[config.mk]
export PLATFORM = sky130hd
export DESIGN_NAME = frequency_sort
export DESIGN_NICKNAME = d
export VERILOG_FILES = /design/src/design/fsort_pkg.sv /design/src/design/frequency_sort.sv /design/src/design/fsort_table.sv /design/src/design/fsort_cmp.sv
export SDC_FILE = /design/constraint.sdc
export NUM_CORES = 2
export LEC_CHECK = 0
export ABC_AREA = 1
export BUFFER_PORTS_ARGS = -buffer_cell sky130_fd_sc_hd__buf_2
export CORE_ASPECT_RATIO = 1.25
export CORE_MARGIN = 8
export CORE_UTILIZATION = 50
export CTS_CLUSTER_DIAMETER = 120
export CTS_CLUSTER_SIZE = 20
export DETAILED_ROUTE_END_ITERATION = 8
export PLACE_DENSITY_LB_ADDON = 0.05
export SLEW_MARGIN = 20
export SYNTH_ARGS = -nofsm -noshare
export SYNTH_HDL_FRONTEND = slang
export SYNTH_HIERARCHICAL = 1
export SYNTH_SLANG_ARGS = --single-unit
[constraint.sdc]
create_clock -name i_clk -period 5.05 [get_ports i_clk]
set_input_delay 0.7575 -clock i_clk [delete_from_list [all_inputs] [get_ports i_clk]]
set_output_delay 0.7575 -clock i_clk [all_outputs]
set_load 0.05 [all_outputs]
[src/design/fsort_pkg.sv]
// ----------------------------------------------------------------------------
// fsort_pkg
// Beat types and shared constants for the frequency sort block.
// ----------------------------------------------------------------------------
package fsort_pkg;

    localparam int VAL_W = 32;
    localparam int CNT_W = 7;

    typedef struct packed {
        logic signed [VAL_W-1:0] value;
        logic                    is_last;
    } t_in_item;

    typedef struct packed {
        logic signed [VAL_W-1:0] sorted_value;
        logic                    last_out;
        logic                    overflowed;
    } t_out_item;

    typedef struct packed {
        logic match;
        logic greater;
    } t_cmp_res;

endpackage

[src/design/frequency_sort.sv]
// ----------------------------------------------------------------------------
// frequency_sort
// Collects a set of values, then replays them grouped by value, most frequent
// group first, ties in order of first appearance.
//
//   channel  direction  handshake                   beat
//   in       input      i_in_valid / o_in_ready     t_in_item
//   out      output     o_out_valid / i_out_ready   t_out_item
//
// An input beat makes one serial pass over the D distinct values held so far
// through the table's registered read port, cut short on a match. A beat
// arriving at capacity is dropped, and the set is marked as overflowed.
// Each output group costs a ranking pass over the table, then one beat per
// element, each beat moving whenever the sink is ready.
// Reset is synchronous; no clearing pass is needed. The input is not ready
// while a set is being replayed; output stalls simply hold the beat.
// ----------------------------------------------------------------------------
module frequency_sort #(
    parameter int MAX_ITEMS = 64
) (
    input  logic                  i_clk,
    input  logic                  i_rst_n,
    input  logic                  i_in_valid,
    output logic                  o_in_ready,
    input  fsort_pkg::t_in_item   i_in_data,
    output logic                  o_out_valid,
    input  logic                  i_out_ready,
    output fsort_pkg::t_out_item  o_out_data
);
    import fsort_pkg::*;

    localparam int AW = (MAX_ITEMS > 1) ? $clog2(MAX_ITEMS) : 1;
    localparam int CW = $clog2(MAX_ITEMS + 1);

    typedef enum logic [1:0] {
        S_IDLE,
        S_SEARCH,
        S_SCAN,
        S_OUT
    } t_state;

    t_state                  r_state;
    logic [CW-1:0]           r_used;
    logic [CW-1:0]           r_held;
    logic [CW-1:0]           r_left;
    logic [CW-1:0]           r_idx;
    logic                    r_ovf;
    logic [MAX_ITEMS-1:0]    r_emit;
    logic                    r_chk;
    logic [AW-1:0]           r_chk_idx;
    logic                    r_found;
    logic [AW-1:0]           r_best_idx;
    logic [CNT_W-1:0]        r_best_cnt;
    logic signed [VAL_W-1:0] r_best_val;
    logic [CNT_W-1:0]        r_rem;
    logic signed [VAL_W-1:0] r_value;
    logic                    r_last;

    logic [AW-1:0]           rd_addr;
    logic signed [VAL_W-1:0] rd_value;
    logic [CNT_W-1:0]        rd_count;
    logic                    we;
    logic [AW-1:0]           waddr;
    logic [CNT_W-1:0]        wcount;
    t_cmp_res                cmp;
    logic                    issue;
    logic                    pass_done;
    logic                    hit;
    logic                    take;

    fsort_table #(
        .DEPTH (MAX_ITEMS),
        .AW    (AW)
    ) u_table (
        .i_clk    (i_clk),
        .i_we     (we),
        .i_waddr  (waddr),
        .i_wvalue (r_value),
        .i_wcount (wcount),
        .i_raddr  (rd_addr),
        .o_rvalue (rd_value),
        .o_rcount (rd_count)
    );

    fsort_cmp u_cmp (
        .i_value_a (rd_value),
        .i_value_b (r_value),
        .i_count_a (rd_count),
        .i_count_b (r_best_cnt),
        .o_res     (cmp)
    );

    always_comb begin
        issue     = (r_idx < r_used);
        rd_addr   = issue ? r_idx[AW-1:0] : '0;
        pass_done = !r_chk && !issue;
        hit       = r_chk && cmp.match;
        take      = r_chk && !r_emit[r_chk_idx] && (!r_found || cmp.greater);
        we        = 1'b0;
        waddr     = r_chk_idx;
        wcount    = rd_count + CNT_W'(1);
        if (r_state == S_SEARCH) begin
            if (hit) begin
                we = 1'b1;
            end else if (pass_done) begin
                we     = 1'b1;
                waddr  = r_used[AW-1:0];
                wcount = CNT_W'(1);
            end
        end
    end

    always_ff @(posedge i_clk) begin
        if (!i_rst_n) begin
            r_state <= S_IDLE;
            r_used  <= '0;
            r_held  <= '0;
            r_left  <= '0;
            r_idx   <= '0;
            r_ovf   <= 1'b0;
            r_emit  <= '0;
            r_chk   <= 1'b0;
            r_found <= 1'b0;
            r_rem   <= '0;
        end else begin
            case (r_state)
                S_IDLE: begin
                    r_chk   <= 1'b0;
                    r_idx   <= '0;
                    r_found <= 1'b0;
                    if (i_in_valid) begin
                        r_value <= i_in_data.value;
                        r_last  <= i_in_data.is_last;
                        if (r_held >= CW'(MAX_ITEMS)) begin
                            r_ovf <= 1'b1;
                            if (i_in_data.is_last) begin
                                r_left  <= r_held;
                                r_state <= S_SCAN;
                            end
                        end else begin
                            r_state <= S_SEARCH;
                        end
                    end
                end
                S_SEARCH: begin
                    r_chk     <= issue;
                    r_chk_idx <= rd_addr;
                    if (issue) begin
                        r_idx <= r_idx + CW'(1);
                    end
                    if (hit || pass_done) begin
                        r_held <= r_held + CW'(1);
                        if (!hit) begin
                            r_used <= r_used + CW'(1);
                        end
                        r_chk <= 1'b0;
                        r_idx <= '0;
                        if (r_last) begin
                            r_left  <= r_held + CW'(1);
                            r_state <= S_SCAN;
                        end else begin
                            r_state <= S_IDLE;
                        end
                    end
                end
                S_SCAN: begin
                    r_chk     <= issue;
                    r_chk_idx <= rd_addr;
                    if (issue) begin
                        r_idx <= r_idx + CW'(1);
                    end
                    if (take) begin
                        r_found    <= 1'b1;
                        r_best_idx <= r_chk_idx;
                        r_best_cnt <= rd_count;
                        r_best_val <= rd_value;
                    end
                    if (pass_done) begin
                        r_emit[r_best_idx] <= 1'b1;
                        r_rem   <= r_best_cnt;
                        r_idx   <= '0;
                        r_found <= 1'b0;
                        r_state <= S_OUT;
                    end
                end
                S_OUT: begin
                    if (i_out_ready) begin
                        r_left <= r_left - CW'(1);
                        r_rem  <= r_rem - CW'(1);
                        if (r_left == CW'(1)) begin
                            r_used  <= '0;
                            r_held  <= '0;
                            r_ovf   <= 1'b0;
                            r_emit  <= '0;
                            r_state <= S_IDLE;
                        end else if (r_rem == CNT_W'(1)) begin
                            r_state <= S_SCAN;
                        end
                    end
                end
                default: begin
                    r_state <= S_IDLE;
                end
            endcase
        end
    end

    assign o_in_ready              = (r_state == S_IDLE);
    assign o_out_valid             = (r_state == S_OUT);
    assign o_out_data.sorted_value = r_best_val;
    assign o_out_data.last_out     = (r_left == CW'(1));
    assign o_out_data.overflowed   = r_ovf;

    // sets are never taken in while one is being replayed
    a_no_overlap: assert property (@(posedge i_clk) disable iff (!i_rst_n)
        o_out_valid |-> !o_in_ready)
        else $error("input ready during replay");

    a_held_cap: assert property (@(posedge i_clk) disable iff (!i_rst_n)
        (r_held <= CW'(MAX_ITEMS)) && (r_used <= r_held))
        else $error("occupancy out of range");

    a_clear_after_last: assert property (@(posedge i_clk) disable iff (!i_rst_n)
        (o_out_valid && i_out_ready && o_out_data.last_out)
        |=> (r_held == '0) && (r_used == '0) && (r_emit == '0) && !r_ovf)
        else $error("set state not cleared after final beat");

    a_group_nonempty: assert property (@(posedge i_clk) disable iff (!i_rst_n)
        o_out_valid |-> (r_rem != '0) && (r_left != '0))
        else $error("beat presented with nothing left to send");

endmodule

[src/design/fsort_table.sv]
// ----------------------------------------------------------------------------
// fsort_table
// Distinct value and occurrence count store, one write and one registered read.
// ----------------------------------------------------------------------------
module fsort_table #(
    parameter int DEPTH = 64,
    parameter int AW    = 6
) (
    input  logic                               i_clk,
    input  logic                               i_we,
    input  logic [AW-1:0]                      i_waddr,
    input  logic signed [fsort_pkg::VAL_W-1:0] i_wvalue,
    input  logic [fsort_pkg::CNT_W-1:0]        i_wcount,
    input  logic [AW-1:0]                      i_raddr,
    output logic signed [fsort_pkg::VAL_W-1:0] o_rvalue,
    output logic [fsort_pkg::CNT_W-1:0]        o_rcount
);
    import fsort_pkg::*;

    logic signed [VAL_W-1:0] r_val_mem [DEPTH];
    logic [CNT_W-1:0]        r_cnt_mem [DEPTH];

    always_ff @(posedge i_clk) begin
        if (i_we) begin
            r_val_mem[i_waddr] <= i_wvalue;
            r_cnt_mem[i_waddr] <= i_wcount;
        end
        o_rvalue <= r_val_mem[i_raddr];
        o_rcount <= r_cnt_mem[i_raddr];
    end

endmodule

[src/design/fsort_cmp.sv]
// ----------------------------------------------------------------------------
// fsort_cmp
// Shared compare unit: value equality for lookup, count magnitude for ranking.
// ----------------------------------------------------------------------------
module fsort_cmp (
    input  logic signed [fsort_pkg::VAL_W-1:0] i_value_a,
    input  logic signed [fsort_pkg::VAL_W-1:0] i_value_b,
    input  logic [fsort_pkg::CNT_W-1:0]        i_count_a,
    input  logic [fsort_pkg::CNT_W-1:0]        i_count_b,
    output fsort_pkg::t_cmp_res                o_res
);
    import fsort_pkg::*;

    assign o_res.match   = (i_value_a == i_value_b);
    assign o_res.greater = (i_count_a > i_count_b);

endmodule
==> results.md <==
* Yosys warnings at 6
* Total power per unit cell area at 363 nW/um2
* WL met2 at 159 mm
* Kind of critical path: register to register
* Clock power share at 0.298
* CTS sink cnt at 2,723
* Via count at 72,900
* Die H at 543 um
* Area of the core at 221,000 um2
* Max-slew headroom at 0.229
* Initial Util at 0.503
* Post-cts sizing count at 0
* FF-to-FF setup slack at 0.60 ns
* Worst setup EP type: register
* Worst path required time at 5.53 ns
* RSZ-0062 raised after global routing: no
* Fillers at 19,000
* Multi-input logic area at 27,600 um2
* Final core utilization at 0.543
* Met1 wire length at 139 mm
* Critical path arrival at 4.93 ns
* Area growth syn-to-layout at 8.01%
* Leakage at 0.0417 uW
* Switching Fraction at 0.255
* DR vias/cell at 5.83
* Worst VDD drop at 0.398 mV
* Min cycle time layout at 4.45 ns
* P_sw at 11,100 uW
* Final hold violations at 0
* Post-synthesis sequential area ratio at 0.722
* Longest Clk Path Bufs at 3
* Worst-path clk slew at 0.08 ns
* First drt pass iteration count at 5
* Setup violations, final at 0
* Cell area after synthesis at 111,000 um2
* Pin count of the biggest net entering global routing at 157
* Internal power at 32,500 uW
* Die area at 238,000 um2
* Root Buffer: clkbuf_16
* Number of synthesized flops with an enable pin at 2,580
* Remaining global-route overflow at 0
* Routed len/inst at 26.4 um
* Startpoint Class: register
* Async SR Flop Fraction at 0
* Hold/Removal Path Class: input port to register
* H-tree depth at 4
* Mapped Cells at 9,550
* CTS Hold Bufs at 0
* PortBufs at 72
* Comb power frac at 0.102
* Actual slew at the worst max-slew pin at 1.15 ns
* Outcome: completed
* Number of synthesized register bits at 2,723
* Global-route usage over all layers at 0.270
* Final ANT Viol Nets at 0
* Setup_tns at 0 ns
* Max Freq at 0.225 GHz
* Rows at 193
* Clock Latency Late Sink at 0.86 ns
* Final GP Congestion at 0.867
* Die width at 438 um
* Prevailing post-synth register cell: edfxtp_1
* Register Area at 80,300 um2
* Antenna violations before repair at 14
* CTS tree: built
* # IOs at 73
* First-pass GRT wire length at 481 mm
* Post-CTS Setup Inserts at 0
* # DRC at 0
* Syn_area_per_cell at 11.6 um2
* Max-Cap Viols at 0
* Routed wire length at 330 mm
* Sequential group share of total power at 0.600
* Count of cell types in the netlist at 42
* Clock Skew at 0.0357 ns
* Syn nets at 9,615
* DR WL met3 at 21.9 mm
* Final Max Tran Viols at 0
* Final period util at 0.882
* Worst-path fanout max at 24
* Vias in the first global route at 69,100
* Cts bufs inserted at 154
* Iter 0 DRT Violations at 8,374
* Layout cell share with drive strength beyond 1 at 0.0814
* DR top layer: met4
* Post-detail-place hpwl at 201 mm
* Nets at 9,558
through the flow:
stage	hold WS (ns)	cell area [um2]	setup slack (ns)	std cells	power [uW]
final	0.0835	120000	0.598	12500	43600
after global routing	0.0432	120000	0.293	12500	44900
after CTS	0.00738	120000	0.548	12500	43900
after detailed placement	0.449	116000	0.593	12300	31100
after global placement	0.442	116000	0.582	12300	31100
after floorplan	0.424	111000	0.172	9550	29100
kinds of logic (layout without fill, tap and decap cells):
kind of cell	after synthesis	after routing	synth area share
flip-flops	2723	2723	0.722
AO/OA/AOI/OAI	245	245	0.0135
other	0	4	0
adder cells (fa/ha/maj)	28	28	0.00315
AND/OR/NAND/NOR	5775	5775	0.224
XOR/XNOR	21	21	0.00165
buffers and inverters	758	778	0.0351
synth_stat cells, types with 8 or more instances:
library cell | number | area [um2]
inv_1 | 147 | 552
buf_1 | 36 | 135
o21ai_0 | 49 | 245
xor2_1 | 20 | 175
nand2_1 | 3037 | 11400
buf_4 | 64 | 480
nor3_1 | 25 | 125
nor2_1 | 222 | 833
nand2_2 | 62 | 388
clkbuf_1 | 134 | 503
edfxtp_1 | 2580 | 77500
nand3_1 | 2400 | 12000
buf_2 | 323 | 1620
ha_1 | 28 | 350
a21oi_2 | 60 | 526
nand4_1 | 16 | 100
dfxtp_1 | 143 | 2860
buf_12 | 8 | 160
a21oi_1 | 121 | 606
buf_6 | 34 | 383
final cells by class:
type	count	share of cell area
clock buffers	218	0.0342
diodes	4	0.0000833
clock inverters	15	0.00179
well taps	2925	0.0305
inverters	157	0.00527
multi-input cells	6069	0.230
flip-flops and latches	2723	0.669
repair buffers	388	0.0300
routing by layer:
layer / vias up / track usage
li1: 33300 / -
met1: 36400 / 0.379
met2: 2759 / 0.447
met3: 413 / 0.0343
met4: 0 / 0.0763
met5: - / 0
path summary, 6_finish.rpt:
check / from / endpoint / cells after the start
worst max-delay path: u_table/o_rvalue[0]$_DFF_P_ / u_table/r_val_mem[8][24]$_DFFE_PP_ / 15
worst min-delay path: i_in_data[14] / r_value[13]$_DFFE_PP_ / 1
worst max register to register: u_table/o_rvalue[0]$_DFF_P_ / u_table/r_val_mem[8][24]$_DFFE_PP_ / 15
worst min register to register: r_ovf$_SDFFE_PN0P_ / r_ovf$_SDFFE_PN0P_ / 2
flip-flops by register name, indices dropped and copies added, names as in the netlist, 2 cells and up:
signal             cells
u_table/o_rcount       7
r_used                 7
r_state                2
r_rem                  7
u_table/r_val_mem   2048
u_table/o_rvalue      32
r_left                 7
r_best_val            32
r_chk_idx              6
r_best_cnt             7
r_held                 7
u_table/r_cnt_mem    448
r_best_idx             6
r_value               32
r_idx                  7
r_emit                64
worst max-delay path: stages (launching register included):
cell     delay (ns)
dfxtp_1        0.75
nand2_1        0.12
inv_1          0.08
nor2_1         0.04
nor2_1         0.16
nand2_1        0.10
nor2_1         0.16
nand2_1        0.07
nor2_1         0.55
nand2_1        0.21
o21ai_0        0.21
buf_4          0.20
nand4_1        0.15
buf_4          0.21
nor2_4         0.47
buf_4          0.52
cells in the final DEF, fill, tap and decap left out, types with 3 or more instances in the layout:
cell type / instances
a21oi_1: 121
a21oi_2: 60
buf_12: 70
buf_2: 72
buf_4: 246
clkbuf_1: 63
clkbuf_16: 155
clkinv_8: 4
dfxtp_1: 143
diode_2: 4
edfxtp_1: 2580
ha_1: 26
inv_1: 144
inv_2: 6
inv_6: 8
inv_8: 3
nand2_1: 3036
nand2_2: 62
nand2_4: 4
nand3_1: 2400
nand3b_1: 4
nand4_1: 16
nor2_1: 153
nor2_4: 71
nor3_1: 19
nor3_2: 6
o21ai_0: 49
o221ai_1: 5
xor2_1: 20
power by group through the flow:
| stage | Combinational (uW) | Clock (uW) | Sequential, uW |
|---|---|---|---|
| floorplan | 2320 | 0 | 26700 |
| finish | 4460 | 13000 | 26100 |
| detailed placement | 4470 | 0 | 26600 |
| CTS | 4480 | 13200 | 26100 |
| global placement | 4440 | 0 | 26600 |
| global route | 4820 | 13900 | 26200 |
No activity file was read; power rests on OpenSTA's default activity.
